===== src/nev_pkg.sv =====
// Package: shared constants, types and helpers of the Neville interpolator
package nev_pkg;

    localparam int MaxPoints = 8;
    localparam int IdxW      = $clog2(MaxPoints);
    localparam int CntW      = $clog2(MaxPoints + 1);

    typedef enum logic [1:0] {
        ST_OK   = 2'd0,
        ST_DUP  = 2'd1,
        ST_OVF  = 2'd2,
        ST_SAT  = 2'd3
    } status_t;

    typedef enum logic [3:0] {
        S_IDLE,
        S_CHECK,
        S_DIFF,
        S_MUL,
        S_SUB,
        S_START,
        S_WAIT,
        S_SHIFT,
        S_FIN,
        S_OUT
    } state_t;

    function automatic logic signed [31:0] clamp33(input logic signed [32:0] v,
                                                   output logic sat);
        logic signed [31:0] r;
        sat = 1'b0;
        r = v[31:0];
        if (v > 33'sd2147483647)
        begin
            sat = 1'b1;
            r = 32'sh7FFFFFFF;
        end
        else if (v < -33'sd2147483648)
        begin
            sat = 1'b1;
            r = 32'sh80000000;
        end
        return r;
    endfunction

endpackage


===== src/nev_cell.sv =====
// Row cell: holds one abscissa and one tableau entry, shifts with its neighbour
module nev_cell (
    input  logic                clk,
    input  logic                shift,
    input  logic signed [31:0]  x_in,
    input  logic signed [31:0]  q_in,
    input  logic signed [31:0]  probe,
    input  logic                armed,
    output logic signed [31:0]  x_out,
    output logic signed [31:0]  q_out,
    output logic                hit
);
    import nev_pkg::*;

    logic signed [31:0] x_reg;
    logic signed [31:0] q_reg;

    always_ff @(posedge clk)
    begin
        if (shift)
        begin
            x_reg <= x_in;
            q_reg <= q_in;
        end
    end

    assign x_out = x_reg;
    assign q_out = q_reg;
    assign hit = armed && (x_reg == probe);
endmodule


===== config.mk =====
export PLATFORM = sky130hd
export DESIGN_NAME = nev_cell
export DESIGN_NICKNAME = d
export VERILOG_FILES = /design/src/nev_pkg.sv /design/src/nev_cell.sv
export SDC_FILE = /design/constraint.sdc
export NUM_CORES = 1
export LEC_CHECK = 0
export BUFFER_PORTS_ARGS = -buffer_cell sky130_fd_sc_hd__buf_2
export CAP_MARGIN = 20
export CORE_ASPECT_RATIO = 1.4
export CORE_MARGIN = 1
export CORE_UTILIZATION = 40
export DETAILED_ROUTE_END_ITERATION = 16
export PLACE_DENSITY = 0.8
export SLEW_MARGIN = 15
export SYNTH_ARGS = -nofsm -noshare
export SYNTH_HDL_FRONTEND = slang
export SYNTH_SLANG_ARGS = --single-unit

===== constraint.sdc =====
create_clock -name clk -period 1.4 [get_ports clk]
set_input_delay 0.14 -clock clk [delete_from_list [all_inputs] [get_ports clk]]
set_output_delay 0.14 -clock clk [all_outputs]
set_load 0.1 [all_outputs]

==> impl_metrics.yaml <==
status:
  outcome: "complete, but fails checks"
  violations: "setup timing"
cells_and_area:
  drive_above_1_share_pct: 52.0
  layout_common_cells: "buf_2, dlygate4sd3_1, edfxtp_1"
  area_growth_pct: 77.6
  final_area_um2: 4050
  finalNetCount: 446
  layout_commonest_cell: "buf_2"
global_route:
  antenna_found_initial: 2
  grt_pass1_wl_mm: 10.2
  gr-total-overflow: 0
  grt_use_total_pct: 24.5
  grt_pass1_vias: 2187
  grt_max_degree: 65
min_path:
  hold_depth: 2
  hold_path_class: "input port to flop"
pwr:
  p_sw_share_pct: 38.7
  p_sw_mw: 2.07
  p_comb_share_pct: 31.1
  vdd_drop_max_v: 0.00128
  p_clk_share_pct: 24.9
  pwr-share-seq_pct: 44.0
  p_per_area_nw_per_um2: 1320
  leakagePower_nw: 1.79
  power.total_mw: 5.35
  p_int_mw: 3.28
drt:
  drtIter0Drc: 31
  vias_per_cell: 4.59
  postRouteAntennaNets: 0
  drt_wl_total_mm: 7.01
  post-route-drc-count: 0
  avgRoutedWirePerCell_um: 16.7
  vias: 1933
  first_pass_iters: 4
yosys:
  synth_top_area_share_pct: 84.4
  synth.avg_cell_area_um2: 21.1
  netlist_area_um2: 2280
  yosysTopAreaCell: "edfxtp_1"
  synth-seq-cells: 64
  ys_types: 8
  seq_area_frac_synth_pct: 84.4
  synth_cells: 108
  syn_nets: 207
  yosys_warnings: 0
  yosys-top-cells-area: "edfxtp_1, xor2_1, nor4_1"
worst_setup_path:
  cp.arrival_ns: 1.83
  cp.required_ns: 1.26
  endpoint_kind: "output pin"
  startpoint_type: "flop"
  critPathKind: "flop to output pin"
  path_max_fanout: 2
die:
  initial_core_util_pct: 41.5
  design.die.area_um2: 6000
  num_rows: 32
  io_pins: 164
  die_w_um: 65.8
  die_height_um: 91.3
  core_area_um2: 5490
clock_network:
  clk_pin_slew_worst_paths_ns: 0.07
  htree_levels: 3
  cts_buffers: 9
  clock_sinks: 64
  cts_buffer_depth: 2
  cts_root_buf: "clkbuf_8"
  post-cts-setup-buffer-count: 0
  cts_tree: "built"
timing:
  period_minus_slack_ns: 1.97
  tightest_slew_ns: 0.501
  holdWs_ns: 0.327
  hold_viol: 0
  clock.fmax_mhz: 507
  setup_viol: 1
  rsz0062_at_grt: "yes"
  slew_headroom_pct: 66.8
  worst_slack_ns: -0.572
  slew_viol_final: 0
  fin_crit_sh_pct: 141
place:
  io_buffers: 163
  place_ws_ns: -0.341
  dpl-instance-area_um2: 3220
  dp_hpwl_mm: 4.01
  gp_congestion: 0.767
run:
  max_cap_viol_count: 0
synth_stat cells:
library cell and number:
xnor2_1 1, nor3_2 1, nand4_1 1, nand3_1 2, nor3_1 1, nor4_1 7, edfxtp_1 64, xor2_1 31
registers in the layout, indices dropped and copies added, names as in the netlist:
signal  count
q_out      32
x_out      32
critical path, stage by stage, from the launching register on:
cell and delay [ns]:
edfxtp_1 0.40, xor2_1 0.16, nor4_1 0.34, nand4_1 0.21
nor3_4 0.19, buf_12 0.20
metrics by stage:
stage / utilization, % / instances / setup TNS (ns)
2_1_floorplan: - / 108 / -1.07
3_3_place_gp: 58.7 / 340 / -0.318
4_1_cts: 73.6 / 420 / -0.620
3_5_place_dp: 58.7 / 340 / -0.341
5_1_grt: 73.7 / 420 / -0.680
6_report: 73.7 / 421 / -0.572
power groups by stage:
| stage | logic (mW) | registers, mW | clock network (mW) |
|---|---|---|---|
| after CTS | 1.65 | 2.35 | 1.35 |
| after detailed placement | 1.50 | 2.39 | 0 |
| after global routing | 1.71 | 2.37 | 1.44 |
| after global placement | 1.49 | 2.38 | 0 |
| after floorplan | 0.0801 | 3.47 | 0 |
| final | 1.66 | 2.36 | 1.33 |
logic make-up after synthesis:
kind of cell,share of synthesized area [%]
flip-flops,84.4
AND/OR/NAND/NOR,3.30
XOR/XNOR,12.3
final cells by class:
| class | instances | area [um2] |
|---|---|---|
| Tap cell | 68 | 85.1 |
| Clock buffer | 10 | 128 |
| Sequential cell | 64 | 1920 |
| Fill cell | 326 | 1440 |
| Multi-Input combinational cell | 44 | 380 |
| Clock inverter | 6 | 36.3 |
| Timing Repair Buffer | 228 | 1490 |
| Antenna cell | 1 | 2.50 |
worst paths after layout:
check,from,slack (ns),end
worst max-delay path,x_out[15],-0.57,hit
worst min-delay path,shift,0.33,q_out[12]
repair_timing:
action,CTS,global route
gates cloned,0,0
hold endpoints to repair,64,0
pin swaps,2,3
setup endpoints to repair,1,1
hold buffers,64,0
resized for setup,2,1
routing by layer:
layer	up-vias	share of wire, %	GRT usage (%)
li1	893	-	-
met1	891	34	22.8
met2	129	53	43.5
met3	18	11	11.2
met4	2	2.2	11.6
met5	-	0.19	0
(Power assumes the default switching activity.)
