--- config.mk ---
export PLATFORM = sky130hd
export DESIGN_NAME = nev_div
export DESIGN_NICKNAME = d
export VERILOG_FILES = /design/src/nev_pkg.sv /design/src/nev_div.sv
export SDC_FILE = /design/constraint.sdc
export NUM_CORES = 1
export LEC_CHECK = 0
export BUFFER_PORTS_ARGS = -buffer_cell sky130_fd_sc_hd__buf_2
export CORE_AREA = 2 2 114 116
export DETAILED_ROUTE_END_ITERATION = 7
export DIE_AREA = 0 0 116 118
export GPL_ROUTABILITY_DRIVEN = 0
export MAX_ROUTING_LAYER = met4
export PLACE_DENSITY = 0.76
export SLEW_MARGIN = 40
export SYNTH_ARGS = -nofsm -noshare
export SYNTH_HDL_FRONTEND = slang
export SYNTH_SLANG_ARGS = --single-unit
--- constraint.sdc ---
create_clock -name clk -period 3.55 [get_ports clk]
set_input_delay 0.71 -clock clk [delete_from_list [all_inputs] [get_ports clk]]
set_output_delay 0.71 -clock clk [all_outputs]
set_load 0.02 [all_outputs]
--- src/nev_pkg.sv ---
// Package: shared constants, types and helpers of the Neville interpolator
package nev_pkg;

    localparam int MaxPoints = 8;
    localparam int IdxW      = $clog2(MaxPoints);
    localparam int CntW      = $clog2(MaxPoints + 1);

    typedef enum logic [1:0] {
        ST_OK   = 2'd0,
        ST_DUP  = 2'd1,
        ST_OVF  = 2'd2,
        ST_SAT  = 2'd3
    } status_t;

    typedef enum logic [3:0] {
        S_IDLE,
        S_CHECK,
        S_DIFF,
        S_MUL,
        S_SUB,
        S_START,
        S_WAIT,
        S_SHIFT,
        S_FIN,
        S_OUT
    } state_t;

    function automatic logic signed [31:0] clamp33(input logic signed [32:0] v,
                                                   output logic sat);
        logic signed [31:0] r;
        sat = 1'b0;
        r = v[31:0];
        if (v > 33'sd2147483647)
        begin
            sat = 1'b1;
            r = 32'sh7FFFFFFF;
        end
        else if (v < -33'sd2147483648)
        begin
            sat = 1'b1;
            r = 32'sh80000000;
        end
        return r;
    endfunction

endpackage

--- src/nev_div.sv ---
// Serial restoring divider: 65-bit magnitude by 33-bit magnitude, one bit a cycle
module nev_div (
    input  logic          clk,
    input  logic          rst_n,
    input  logic          start,
    input  logic [64:0]   num,
    input  logic [32:0]   den,
    output logic          done,
    output logic [64:0]   quo
);
    import nev_pkg::*;

    logic [64:0] q_reg, q_next;
    logic [33:0] r_reg, r_next;
    logic [6:0]  n_reg, n_next;
    logic        busy_reg, busy_next;
    logic        done_reg, done_next;
    logic [33:0] trial;

    always_comb
    begin
        q_next = q_reg;
        r_next = r_reg;
        n_next = n_reg;
        busy_next = busy_reg;
        done_next = 1'b0;
        trial = {r_reg[32:0], q_reg[64]} - {1'b0, den};
        if (start)
        begin
            q_next = num;
            r_next = '0;
            n_next = 7'd65;
            busy_next = 1'b1;
        end
        else if (busy_reg)
        begin
            if (!trial[33])
            begin
                r_next = trial;
                q_next = {q_reg[63:0], 1'b1};
            end
            else
            begin
                r_next = {r_reg[32:0], q_reg[64]};
                q_next = {q_reg[63:0], 1'b0};
            end
            n_next = n_reg - 7'd1;
            if (n_reg == 7'd1)
            begin
                busy_next = 1'b0;
                done_next = 1'b1;
            end
        end
    end

    always_ff @(posedge clk or negedge rst_n)
    begin
        if (!rst_n)
        begin
            busy_reg <= 1'b0;
            done_reg <= 1'b0;
            n_reg <= '0;
        end
        else
        begin
            busy_reg <= busy_next;
            done_reg <= done_next;
            n_reg <= n_next;
        end
    end

    always_ff @(posedge clk)
    begin
        q_reg <= q_next;
        r_reg <= r_next;
    end

    assign done = done_reg;
    assign quo = q_reg;
endmodule

==> flow_metrics.tcl <==
set metrics [dict create \
    yosysTopAreaCellShare_pct 29.8 \
    max_cap_viol_count 0 \
    grt_use_total_pct 24.1 \
    grt_max_degree 66 \
    wl_um 16600 \
    die_y_um 118 \
    final_hold_viol_count 0 \
    synth-edff-count 65 \
    synth_nets 789 \
    finalNetCount 949 \
    drive_gt1_share_pct 33.9 \
    power_density_nw_per_um2 744 \
    startpoint_type "input port" \
    hold_path_class "in2async" \
    io_pins 167 \
    cts_buffers 9 \
    ir_drop_mv 0.352 \
    r2r_end "r_reg[29]" \
    yosysTopAreaCell "edfxtp_1" \
    clk_pin_slew_ns 0.08 \
    worstPathRequired_ns 3.79 \
    clockRootBuffer "clkbuf_16" \
    wl_per_cell_um 16.8 \
    final_util_pct 63.8 \
    synth_top_family_by_area "compound AO/OA/AOI/OAI gates" \
    largest_reg_flops 65 \
    dp.final_hpwl_um 12600 \
    worst_setup_path_end_kind "register" \
    htree_num_levels 3 \
    yosysWarnings 0 \
    r2r_slack_ns 0.28 \
    dr.pass1.iters 5 \
    n_fill_cell 1026 \
    antenna_found_initial 1 \
    postRouteAntennaNets 0 \
    synthFlopType "edfxtp_1" \
    synthMuxAreaShare_pct 11.3 \
    postCtsSetupRepairBufs 0 \
    arrival_ns 3.61 \
    ys_seq_area_share_pct 43.3 \
    port_buffers 166 \
    synthAdderAreaFrac_pct 6.98 \
    fin_crit_ns 3.37 \
    status "completed" \
    synth_xor_area_share_pct 3.34 \
    synth.most_common_cell "edfxtp_1" \
    via_per_inst 5.76 \
    ff2ff_path_depth 12 \
    synthTopCellsByCount "65 x edfxtp_1, 64 x mux2_2, 56 x nor2_1, 45 x inv_1" \
    fmax_ghz 0.296 \
    synth_cell_types 60 \
    synth_area_sq_um 6560 \
    synth-simple-area-share_pct 12.8 \
    cts.sink_count 107 \
    async_flop_share_pct 8.41 \
    rows 41 \
    overflow 0 \
    area_growth_pct 20.8 \
    worst-path-max-fanout 6 \
    syn_inst 652 \
    rsz0062_at_grt "no" \
    synth_compound_area_share_pct 17.4 \
    clockBufferDepth 2 \
    ys_ff_latch 107 \
    grt_pass1_wl_um 25700 \
    fp.coreArea_sq_um 12400 \
    initial_utilization_pct 52.8 \
    cts-resized-gates 0 \
    fin_crit_sh_pct 95.1 \
    drc_errors 0 \
    fin_ws_ns 0.175 \
    holdBufCountCts 0 \
    via_count 5699 \
    skew_ns 0.0144 \
    finalMaxSlewViolations 0 \
    power_mw 5.89 \
    cts_tree "done" \
    clk_latency_ns 0.35 \
    synth_area_per_cell_sq_um 10.1 \
    p_leak_nw 3.60 \
    path_class "in2reg" \
    ys_top_cells_by_area "edfxtp_1 30%, mux2_2 11%, dfxtp_1 10%" \
    worst_slew_pin_slew_ns 0.807 \
    first_global_vias 5397 \
    max_slew_margin_pct 46.2 \
    drt_iter0_drc 483 \
    fp.dieW_um 116 \
    rr_startpoint "quo[64]" \
    die_area_sq_um 13700 \
    setup_viol 0 \
    post-place-ws_ns -0.123 \
]
## placed cells by master (no fill, tap or decap), types with 3 or more instances in the layout
master	synthesis	final
dfrtp_1	9	9
clkbuf_16	0	9
dfxtp_1	33	33
nand3_1	26	26
a211o_1	3	3
or4_1	5	5
and2_1	3	3
a311oi_1	21	21
a21boi_0	3	3
mux2_2	64	64
nor2_1	56	56
buf_2	5	165
edfxtp_1	65	65
nand2_1	36	36
nor2b_1	4	4
o211ai_1	7	7
a211oi_1	3	3
and3_1	5	5
a32o_1	4	4
buf_4	0	19
o2111ai_1	3	3
xnor2_1	18	18
or3_1	4	4
o21ai_0	36	36
a21o_1	25	25
inv_1	45	44
o21a_1	5	5
xor2_1	7	7
a31o_2	4	4
nor3_1	10	9
nand4_1	7	7
ha_1	35	35
nand2b_1	4	4
a21oi_1	31	31
## kinds of logic after synthesis
group                      after synthesis
muxes                                   66
buffers and inverters                   82
DFF                                    107
xor gates and xnor gates                25
AOI/OAI and AO/OA                      164
adders and majority gates               36
and+or+nand+nor                        172
## worst max path at each step
stage	start	to	slack [ns]
floorplan	den[14]	r_reg[29]	0.20
global placement	den[1]	r_reg[29]	-0.03
detailed placement	den[1]	r_reg[29]	-0.12
CTS	den[1]	r_reg[29]	0.20
global route	den[1]	r_reg[29]	0.01
finish	den[1]	r_reg[29]	0.18
## final cells by class
type / count / area [sq um] / share of cell area (%)
flip-flops and latches: 107 / 2840 / 35.8
repair buffers: 185 / 988 / 12.5
well taps: 172 / 215 / 2.72
inverters: 46 / 173 / 2.18
multi-input cells: 463 / 3410 / 43.0
clock inverters: 7 / 70.1 / 0.885
diodes: 1 / 2.50 / 0.0316
clock buffers: 9 / 225 / 2.84
## critical path: stages
cell and delay (ns):
buf_2 0.13, inv_1 0.05, ha_1 0.26, nor2b_1 0.19
o2111ai_1 0.15, a21o_1 0.25, a211oi_2 0.36, o21bai_4 0.13
a211oi_2 0.29, buf_4 0.17, nor3_2 0.06, or4_1 0.54
a311oi_1 0.31
## power breakdown
part | internal (mW) | switching, mW
clock network | 0.495 | 0.481
logic | 1.24 | 1.64
registers | 1.74 | 0.289
total | 3.47 | 2.41
## routing by layer
| metal | up-vias | track usage, % | wire [um] |
|---|---|---|---|
| met4 | 0 | 8.85 | 433 |
| met2 | 235 | 39.0 | 7850 |
| met1 | 2686 | 29.7 | 6980 |
| met5 | - | - | 0 |
| met3 | 35 | 4.99 | 1350 |
| li1 | 2743 | - | - |
## through the flow
| stage | instances | area (sq um) | hold WS, ns | TNS (ns) |
|---|---|---|---|---|
| final | 990 | 7920 | 0.196 | 0 |
| after global routing | 990 | 7920 | 0.202 | 0 |
| after CTS | 989 | 7920 | 0.197 | 0 |
| after detailed placement | 973 | 7620 | 0.503 | -0.206 |
| after global placement | 973 | 7620 | 0.485 | -0.0265 |
| after floorplan | 652 | 6560 | 0.414 | 0 |
Power figures use the tool's default switching activity.
